--- src/sv/fasr_pkg.sv ---
// Package for the fraction add/subtract/reduce block.
// Holds the controller/datapath command and status types and the fixed result widths.
// No dependencies.
`timescale 1ns / 1ps
`default_nettype none

package fasr_pkg;

	localparam int NUM_OUT_WIDTH = 33;
	localparam int DEN_OUT_WIDTH = 32;

	typedef enum logic [1:0] {
		ST_OK      = 2'd0,
		ST_ZERO    = 2'd1,
		ST_DIVZERO = 2'd2
	} status_t;

	typedef enum logic [1:0] {
		MUL_AD = 2'd0,
		MUL_CB = 2'd1,
		MUL_BD = 2'd2
	} mul_sel_t;

	typedef struct packed {
		logic     capture;
		mul_sel_t mul_sel;
		logic     mul_first;
		logic     mul_park;
		logic     mul_accum;
		logic     check;
		logic     gcd_step;
		logic     div_load;
		logic     div_step;
		logic     load_res;
	} fasr_cmd_t;

	typedef struct packed {
		logic special;
		logic gcd_done;
		logic div_last;
	} fasr_sts_t;

endpackage

`default_nettype wire

--- src/sv/fasr_ctrl.sv ---
// Controller state machine for the fraction add/subtract/reduce block.
// Sequences multiply, check, binary GCD and division steps; owns the handshakes.
// Depends on fasr_pkg.
`timescale 1ns / 1ps
`default_nettype none

module fasr_ctrl
	import fasr_pkg::*;
(
	input  wire logic      clk,
	input  wire logic      arst_n,
	input  wire logic      in_valid,
	output logic           in_stall,
	output logic           out_valid,
	input  wire logic      out_stall,
	output fasr_cmd_t      cmd,
	input  wire fasr_sts_t sts
);

	typedef enum logic [7:0] {
		S_IDLE   = 8'b0000_0001,
		S_MUL_AD = 8'b0000_0010,
		S_MUL_CB = 8'b0000_0100,
		S_MUL_BD = 8'b0000_1000,
		S_CHECK  = 8'b0001_0000,
		S_GCD    = 8'b0010_0000,
		S_DIV    = 8'b0100_0000,
		S_FINISH = 8'b1000_0000
	} state_t;

	state_t state_q, state_d;
	logic   out_valid_q;

	assign in_stall  = (state_q != S_IDLE);
	assign out_valid = out_valid_q;

	always_comb begin
		cmd     = '0;
		state_d = state_q;
		case (state_q)
			S_IDLE: begin
				if (in_valid) begin
					cmd.capture = 1'b1;
					state_d     = S_MUL_AD;
				end
			end
			S_MUL_AD: begin
				cmd.mul_sel   = MUL_AD;
				cmd.mul_first = 1'b1;
				state_d       = S_MUL_CB;
			end
			S_MUL_CB: begin
				cmd.mul_sel  = MUL_CB;
				cmd.mul_park = 1'b1;
				state_d      = S_MUL_BD;
			end
			S_MUL_BD: begin
				cmd.mul_sel   = MUL_BD;
				cmd.mul_accum = 1'b1;
				state_d       = S_CHECK;
			end
			S_CHECK: begin
				cmd.check = 1'b1;
				state_d   = sts.special ? S_FINISH : S_GCD;
			end
			S_GCD: begin
				if (sts.gcd_done) begin
					cmd.div_load = 1'b1;
					state_d      = S_DIV;
				end else begin
					cmd.gcd_step = 1'b1;
				end
			end
			S_DIV: begin
				cmd.div_step = 1'b1;
				if (sts.div_last) begin
					state_d = S_FINISH;
				end
			end
			S_FINISH: begin
				if (!out_valid_q || !out_stall) begin
					cmd.load_res = 1'b1;
					state_d      = S_IDLE;
				end
			end
			default: begin
				state_d = S_IDLE;
			end
		endcase
	end

	always_ff @(posedge clk or negedge arst_n) begin
		if (!arst_n) begin
			state_q     <= S_IDLE;
			out_valid_q <= 1'b0;
		end else begin
			state_q <= state_d;
			if (cmd.load_res) begin
				out_valid_q <= 1'b1;
			end else if (!out_stall) begin
				out_valid_q <= 1'b0;
			end
		end
	end

endmodule

`default_nettype wire

--- src/sv/fasr_dp.sv ---
// Datapath for the fraction add/subtract/reduce block.
// Shared multiplier, binary GCD unit, dual restoring divider and result register.
// Depends on fasr_pkg.
`timescale 1ns / 1ps
`default_nettype none

module fasr_dp
	import fasr_pkg::*;
#(
	parameter int OPERAND_WIDTH = 16
) (
	input  wire logic                            clk,
	input  wire fasr_cmd_t                       cmd,
	output fasr_sts_t                            sts,
	input  wire logic                            operation,
	input  wire logic signed [OPERAND_WIDTH-1:0] first_numerator,
	input  wire logic signed [OPERAND_WIDTH-1:0] first_denominator,
	input  wire logic signed [OPERAND_WIDTH-1:0] second_numerator,
	input  wire logic signed [OPERAND_WIDTH-1:0] second_denominator,
	output logic signed [NUM_OUT_WIDTH-1:0]      result_numerator,
	output logic signed [DEN_OUT_WIDTH-1:0]      result_denominator,
	output logic [1:0]                           result_status
);

	localparam int W   = OPERAND_WIDTH;
	localparam int PW  = 2 * W;
	localparam int NW  = (2 * W + 1 > 64) ? 64 : 2 * W + 1;
	localparam int CW  = $clog2(NW + 1);
	localparam int RNW = (NW > NUM_OUT_WIDTH) ? NW : NUM_OUT_WIDTH;
	localparam int RDW = (NW > DEN_OUT_WIDTH) ? NW : DEN_OUT_WIDTH;

	logic                 op_q;
	logic signed [W-1:0]  fn_q, fd_q, sn_q, sd_q;
	logic signed [W-1:0]  mul_x, mul_y;
	logic signed [PW-1:0] prod_q;
	logic signed [NW-1:0] num_q;
	logic [NW-1:0]        ga_q, gb_q, xn_q, xd_q, rem_n_q, rem_d_q;
	logic                 neg_n_q, neg_d_q;
	logic [CW-1:0]        div_cnt_q;
	status_t              status_q;

	logic                 den_zero, num_zero;
	logic [NW-1:0]        mag_n;
	logic [PW-1:0]        mag_d;
	logic [NW:0]          sh_n, sh_d, diff_n, diff_d;
	logic [RNW-1:0]       qn_ext, rn_full;
	logic [RDW-1:0]       qd_ext, rd_full;

	logic signed [NUM_OUT_WIDTH-1:0] res_num_q;
	logic signed [DEN_OUT_WIDTH-1:0] res_den_q;
	status_t                         res_status_q;

	always_comb begin
		case (cmd.mul_sel)
			MUL_AD: begin
				mul_x = fn_q;
				mul_y = sd_q;
			end
			MUL_CB: begin
				mul_x = sn_q;
				mul_y = fd_q;
			end
			default: begin
				mul_x = fd_q;
				mul_y = sd_q;
			end
		endcase
	end

	assign den_zero = (prod_q == '0);
	assign num_zero = (num_q == '0);
	assign mag_n    = num_q[NW-1] ? (~num_q + 1'b1) : num_q;
	assign mag_d    = prod_q[PW-1] ? (~prod_q + 1'b1) : prod_q;

	assign sh_n   = {rem_n_q, xn_q[NW-1]};
	assign sh_d   = {rem_d_q, xd_q[NW-1]};
	assign diff_n = sh_n - {1'b0, ga_q};
	assign diff_d = sh_d - {1'b0, ga_q};

	assign qn_ext  = RNW'(xn_q);
	assign rn_full = neg_n_q ? (~qn_ext + 1'b1) : qn_ext;
	assign qd_ext  = RDW'(xd_q);
	assign rd_full = neg_d_q ? (~qd_ext + 1'b1) : qd_ext;

	assign sts.special  = den_zero || num_zero;
	assign sts.gcd_done = (ga_q == gb_q);
	assign sts.div_last = (div_cnt_q == CW'(1));

	always_ff @(posedge clk) begin
		if (cmd.capture) begin
			op_q <= operation;
			fn_q <= first_numerator;
			fd_q <= first_denominator;
			sn_q <= second_numerator;
			sd_q <= second_denominator;
		end

		if (cmd.mul_first || cmd.mul_park || cmd.mul_accum) begin
			prod_q <= mul_x * mul_y;
		end
		if (cmd.mul_park) begin
			num_q <= NW'(prod_q);
		end else if (cmd.mul_accum) begin
			num_q <= op_q ? (num_q - NW'(prod_q)) : (num_q + NW'(prod_q));
		end

		if (cmd.check) begin
			status_q <= den_zero ? ST_DIVZERO : (num_zero ? ST_ZERO : ST_OK);
			neg_n_q  <= num_q[NW-1];
			neg_d_q  <= prod_q[PW-1];
			ga_q     <= mag_n;
			gb_q     <= NW'(mag_d);
			xn_q     <= mag_n;
			xd_q     <= NW'(mag_d);
		end else if (cmd.gcd_step) begin
			if (!ga_q[0] && !gb_q[0]) begin
				ga_q <= ga_q >> 1;
				gb_q <= gb_q >> 1;
				xn_q <= xn_q >> 1;
				xd_q <= xd_q >> 1;
			end else if (!ga_q[0]) begin
				ga_q <= ga_q >> 1;
			end else if (!gb_q[0]) begin
				gb_q <= gb_q >> 1;
			end else if (ga_q > gb_q) begin
				ga_q <= ga_q - gb_q;
			end else begin
				gb_q <= gb_q - ga_q;
			end
		end else if (cmd.div_step) begin
			if (!diff_n[NW]) begin
				rem_n_q <= diff_n[NW-1:0];
				xn_q    <= {xn_q[NW-2:0], 1'b1};
			end else begin
				rem_n_q <= sh_n[NW-1:0];
				xn_q    <= {xn_q[NW-2:0], 1'b0};
			end
			if (!diff_d[NW]) begin
				rem_d_q <= diff_d[NW-1:0];
				xd_q    <= {xd_q[NW-2:0], 1'b1};
			end else begin
				rem_d_q <= sh_d[NW-1:0];
				xd_q    <= {xd_q[NW-2:0], 1'b0};
			end
		end

		if (cmd.div_load) begin
			rem_n_q   <= '0;
			rem_d_q   <= '0;
			div_cnt_q <= CW'(NW);
		end else if (cmd.div_step) begin
			div_cnt_q <= div_cnt_q - 1'b1;
		end

		if (cmd.load_res) begin
			res_status_q <= status_q;
			case (status_q)
				ST_DIVZERO: begin
					res_num_q <= '0;
					res_den_q <= '0;
				end
				ST_ZERO: begin
					res_num_q <= '0;
					res_den_q <= DEN_OUT_WIDTH'(1);
				end
				default: begin
					res_num_q <= rn_full[NUM_OUT_WIDTH-1:0];
					res_den_q <= rd_full[DEN_OUT_WIDTH-1:0];
				end
			endcase
		end
	end

	assign result_numerator   = res_num_q;
	assign result_denominator = res_den_q;
	assign result_status      = res_status_q;

endmodule

`default_nettype wire

--- src/sv/fraction_add_sub_reduce_top.sv ---
// Sequence: capture, the AD, CB and BD multiply states, check, binary GCD steps until both
// values match, then the restoring divider steps and the result load; a zero or
// division-by-zero result skips the GCD and divider. A stalled output holds the block in its last state.
// Throughput: one transaction at a time; the next is taken once the result is in the output
// register, set by the bit-serial GCD loop and the one-bit-per-cycle divider.
// Reset: arst_n clears the controller and output valid; datapath registers are not reset.
`timescale 1ns / 1ps
`default_nettype none

module fraction_add_sub_reduce_top
	import fasr_pkg::*;
#(
	parameter int OPERAND_WIDTH = 16
) (
	input  wire logic                            clk,
	input  wire logic                            arst_n,
	input  wire logic                            in_valid,
	output logic                                 in_stall,
	input  wire logic                            operation,
	input  wire logic signed [OPERAND_WIDTH-1:0] first_numerator,
	input  wire logic signed [OPERAND_WIDTH-1:0] first_denominator,
	input  wire logic signed [OPERAND_WIDTH-1:0] second_numerator,
	input  wire logic signed [OPERAND_WIDTH-1:0] second_denominator,
	output logic                                 out_valid,
	input  wire logic                            out_stall,
	output logic signed [NUM_OUT_WIDTH-1:0]      result_numerator,
	output logic signed [DEN_OUT_WIDTH-1:0]      result_denominator,
	output logic [1:0]                           result_status
);

	fasr_cmd_t cmd;
	fasr_sts_t sts;

	fasr_ctrl u_ctrl (
		.clk       (clk),
		.arst_n    (arst_n),
		.in_valid  (in_valid),
		.in_stall  (in_stall),
		.out_valid (out_valid),
		.out_stall (out_stall),
		.cmd       (cmd),
		.sts       (sts)
	);

	fasr_dp #(
		.OPERAND_WIDTH (OPERAND_WIDTH)
	) u_dp (
		.clk                (clk),
		.cmd                (cmd),
		.sts                (sts),
		.operation          (operation),
		.first_numerator    (first_numerator),
		.first_denominator  (first_denominator),
		.second_numerator   (second_numerator),
		.second_denominator (second_denominator),
		.result_numerator   (result_numerator),
		.result_denominator (result_denominator),
		.result_status      (result_status)
	);

endmodule

`default_nettype wire

--- config.mk ---
export PLATFORM = sky130hd
export DESIGN_NAME = fraction_add_sub_reduce_top
export DESIGN_NICKNAME = d
export VERILOG_FILES = /design/src/sv/fasr_pkg.sv /design/src/sv/fasr_ctrl.sv /design/src/sv/fasr_dp.sv /design/src/sv/fraction_add_sub_reduce_top.sv
export SDC_FILE = /design/constraint.sdc
export NUM_CORES = 2
export LEC_CHECK = 0
export ABC_CLOCK_PERIOD_IN_PS = 23700
export CAP_MARGIN = 25
export CORE_MARGIN = 1
export CORE_UTILIZATION = 60
export CTS_BUF_LIST = sky130_fd_sc_hd__clkbuf_16
export DETAILED_ROUTE_END_ITERATION = 7
export DONT_BUFFER_PORTS = 1
export HOLD_SLACK_MARGIN = 0.1
export PLACE_DENSITY_LB_ADDON = 0.15
export SKIP_LAST_GASP = 1
export SLEW_MARGIN = 5
export SYNTH_ARGS = -nofsm -noshare
export SYNTH_HDL_FRONTEND = slang
export SYNTH_SLANG_ARGS = --single-unit
export TNS_END_PERCENT = 20
--- constraint.sdc ---
create_clock -name clk -period 23.7 [get_ports clk]
set_clock_uncertainty 0.1 [all_clocks]
set_input_delay 2.37 -clock clk [delete_from_list [all_inputs] [get_ports clk]]
set_output_delay 2.37 -clock clk [all_outputs]
set_load 0.01 [all_outputs]
==> impl_results.rst <==
.. list-table::
   :header-rows: 1

   * - Metric
     - Value
   * - Syn nets
     - approximately 4700
   * - Grt ovf
     - 0
   * - Sequential area share after synthesis
     - 30.7%
   * - DP Worst Slack
     - between 10 and 15 ns
   * - Final WL
     - between 100000 and 150000 µm
   * - Count of input and output buffers
     - 0
   * - Synth Register Bits
     - slightly above 400
   * - Arrival time of the worst setup path
     - 9.84 ns
   * - Share of the clock period used by the worst path
     - about two fifths
   * - Result of the run
     - completed
   * - Total clock buffers created by CTS
     - 50
   * - Min Tclk post-route
     - ~9.6 ns
   * - Footprint of the multi-input gates
     - around 24000 µm²
   * - Via count of the first global-routing pass
     - between 20000 and 30000
   * - CTS root buffer
     - sky130_fd_sc_hd__clkbuf_16
   * - Number of nets at the end of the flow
     - about 4600
   * - Final weighted congestion in routability-driven placement
     - about 0.99
   * - Core Area
     - 62100 µm²
   * - CP Max Fanout
     - 34
   * - Initial DRC count
     - between 2000 and 2500
   * - Cells after Synth
     - just over 4000
   * - Post-route DRC violation count
     - 0
   * - Seq. cell area
     - around 12000 µm²
   * - First-pass GRT wire length
     - 163000 µm
   * - Hold Path Class
     - reg2reg
   * - Critical-path top delay cell
     - sky130_fd_sc_hd__o21ai_1
   * - Number of distinct standard cells referenced by the synthesized netlist
     - 82
   * - Worst-margin pin slew
     - roughly 1.1 ns
   * - Antenna violations before repair
     - 3
   * - Clock input transition at the sequential cells of the worst setup and hold paths
     - 0.06 ns
   * - Mean number of vias per cell
     - 6.10
   * - Die Area
     - roughly 64000 µm²
   * - Worst Path Class, Setup
     - reg2reg
   * - Count of flip-flops with a built-in enable after synthesis
     - approximately 330
   * - Total GRT Usage
     - 33.0%
   * - Vertical die dimension
     - 253 µm
   * - I/O pins
     - ~140
   * - Crit-path max cell delay
     - 0.97 ns
   * - Routed vias
     - ~30000
   * - Number of setup buffers added after CTS
     - 0
   * - Prevailing post-synth register cell
     - sky130_fd_sc_hd__edfxtp_1
   * - Worst slew margin relative to its limit
     - 26.9%
   * - Filler Cell Count
     - 5251
   * - HPWL reported at the end of detailed placement
     - around 80000 µm
   * - Most frequent cell on the critical path
     - sky130_fd_sc_hd__fa_1
   * - Clock tree from TritonCTS
     - yes
   * - Yosys warning total
     - 0
   * - Element type at the critical path end
     - flip-flop
   * - Number of hold-repair buffers added at the cts stage
     - 0
   * - Setup-violating endpoint count in the final report
     - 0
   * - Starting Density
     - 61.1%
   * - Count of clock tree sinks
     - slightly above 400
   * - Post-synthesis instance area
     - 37900 µm²
   * - Antenna cells
     - 0
   * - Setup total negative slack
     - 0 ns
   * - Count of nets left with antenna violations after detail routing
     - 0
   * - Fraction of layout instances using a drive strength above 1
     - under 10%
   * - Critical Path Start Type
     - flip-flop
   * - Width of the chip
     - ~250 µm
   * - CP Data Required Time
     - between 20 and 25 ns
   * - Final Hold Fails
     - 0
   * - Post-synthesis async set-or-reset flop share
     - approximately 2.2%
   * - Maximum clock path buffer count
     - 3
   * - Drt pass-1 iters
     - 8
   * - Pin count of the biggest net entering global routing
     - 120
   * - Number of pins with negative max-slew slack in the final report
     - 0
   * - Final worst setup slack
     - ~14 ns
   * - Number of cells upsized or downsized after cts
     - 0
   * - Level count of the clock H-tree
     - 2
   * - Later-pin clock latency in the skew report
     - ~0.64 ns
   * - Average wire per cell in the routed design
     - between 20 and 25 µm
   * - Number of max-cap violations
     - 0
   * - P&R area growth vs syn
     - 6.61%
   * - Mapped Avg Cell Area
     - 9.25 µm²
   * - Highest achievable clock rate
     - a little over 100 MHz
   * - Total number of placement rows
     - between 90 and 100
   * - Unrepaired setup endpoints after global routing
     - no
## flip-flops by register name, summed over array words and instances (netlist names), 6 cells and up
register and flops:
u_ctrl.state_q 8, u_dp.div_cnt_q 6, u_dp.fd_q 16, u_dp.fn_q 16, u_dp.ga_q 33, u_dp.gb_q 33, u_dp.num_q 33, u_dp.prod_q 32
u_dp.qd_ext 33, u_dp.qn_ext 33, u_dp.rem_d_q 33, u_dp.rem_n_q 33, u_dp.result_denominator 32, u_dp.result_numerator 33, u_dp.sd_q 16, u_dp.sn_q 16
## through the flow
stage	utilization (%)	std cells	cell area [µm²]	hold WS (ns)
after floorplan	-	4102	37900	0.324
after global placement	62.3	4794	38700	0.336
after detailed placement	62.3	4795	38700	0.343
after CTS	65.1	4889	40400	0.357
after global routing	65.2	4891	40400	0.366
final	65.2	4891	40400	0.353
## critical path: cells and delay by family, from the launching register on
kind                     cells  cell delay (ns)
AND/OR/NAND/NOR              7             1.26
buffers and inverters        5             0.58
flip-flops                   1             0.56
XOR/XNOR                     1             0.14
AO/OA/AOI/OAI                9             3.33
adder cells (fa/ha/maj)      7             3.34
## per-layer routing
| layer | GRT usage, % | vias to the layer above | part of all wire (%) |
|---|---|---|---|
| met3 | 4.10 | 268 | 6.4 |
| li1 | - | 14050 | - |
| met4 | 17.6 | 2 | 5.7 |
| met2 | 55.6 | 1076 | 48 |
| met5 | 0 | - | 0.012 |
| met1 | 41.5 | 14422 | 40 |
## cells in the mapped netlist (all sizes together) (6+ instances only)
master,instances,area [µm²]
nand2b,60,383
and3,64,400
o41ai,10,87.6
nor2,331,1240
o31a,6,52.6
nand2,342,1280
or3,31,204
or4,17,131
a31oi,24,150
xor2,113,990
fa,267,5350
o22ai,27,169
and2,74,463
a221o,24,240
a21oi,275,1380
inv,419,1570
or2,16,100
o21ai,262,1310
a21o,115,863
o211ai,28,210
xnor2,222,1940
nor3,71,360
dfrtp,8,200
o2111ai,6,52.6
a22oi,11,82.6
o22a,17,149
a221oi,15,131
edfxtp,331,9940
a211o,31,272
o21bai,24,180
clkbuf,154,579
nor2b,29,181
nand3,60,300
dfxtp,74,1480
a21boi,7,52.6
a211oi,20,150
nand3b,11,82.6
o31ai,38,300
buf,28,124
nand4,20,125
nor4,15,93.8
ha,254,3180
a31o,6,52.6
mux2i,60,601
o21a,39,293
## path summary, 6_finish.rpt
path                              startpoint                    end  slack, ns  cells after the start
min in group asynchronous             arst_n      u_ctrl.state_q[7]       1.35                      0
max in group asynchronous             arst_n      u_ctrl.state_q[0]      21.98                      0
setup reg to reg           u_ctrl.state_q[0]        u_dp.prod_q[31]      14.07                     29
setup / recovery           u_ctrl.state_q[0]        u_dp.prod_q[31]      14.07                     29
hold / removal              u_dp.status_q[1]  u_dp.result_status[1]       0.35                      0
hold reg to reg             u_dp.status_q[1]  u_dp.result_status[1]       0.35                      0
## cell usage in the layout (no fill, tap or decap), types with 112 or more instances in the layout
cell type                  instances
sky130_fd_sc_hd__edfxtp_1        331
sky130_fd_sc_hd__a21o_1          115
sky130_fd_sc_hd__nor2_1          327
sky130_fd_sc_hd__xnor2_1         221
sky130_fd_sc_hd__a21oi_1         274
sky130_fd_sc_hd__ha_1            254
sky130_fd_sc_hd__inv_1           425
sky130_fd_sc_hd__nand2_1         341
sky130_fd_sc_hd__fa_1            267
sky130_fd_sc_hd__o21ai_0         241
sky130_fd_sc_hd__xor2_1          112
## final cells by class
cell class	instances	share of cell area, %
clock buffer	50	3.09
clock inverter	44	1.14
inverter	420	3.90
multi-input combinational	3086	59.6
sequential	414	28.8
tap	837	2.59
timing repair buffer	40	0.842
## cells by family (layout without fill, tap and decap cells)
logic type                 Yosys count  after routing  synth area share, %
AOI/OAI and AO/OA                 1008           1008                 16.9
xor gates and xnor gates           335            335                 7.74
adders and majority gates          521            521                 22.5
buffers and inverters              602            554                 6.01
DFF                                414            414                 30.7
muxes                               62             62                 1.64
and+or+nand+nor                   1160           1160                 14.5
Power is left out: the tool's default activity adds up to more than one toggle a clock period on the data nets, which glitch-free logic cannot reach.
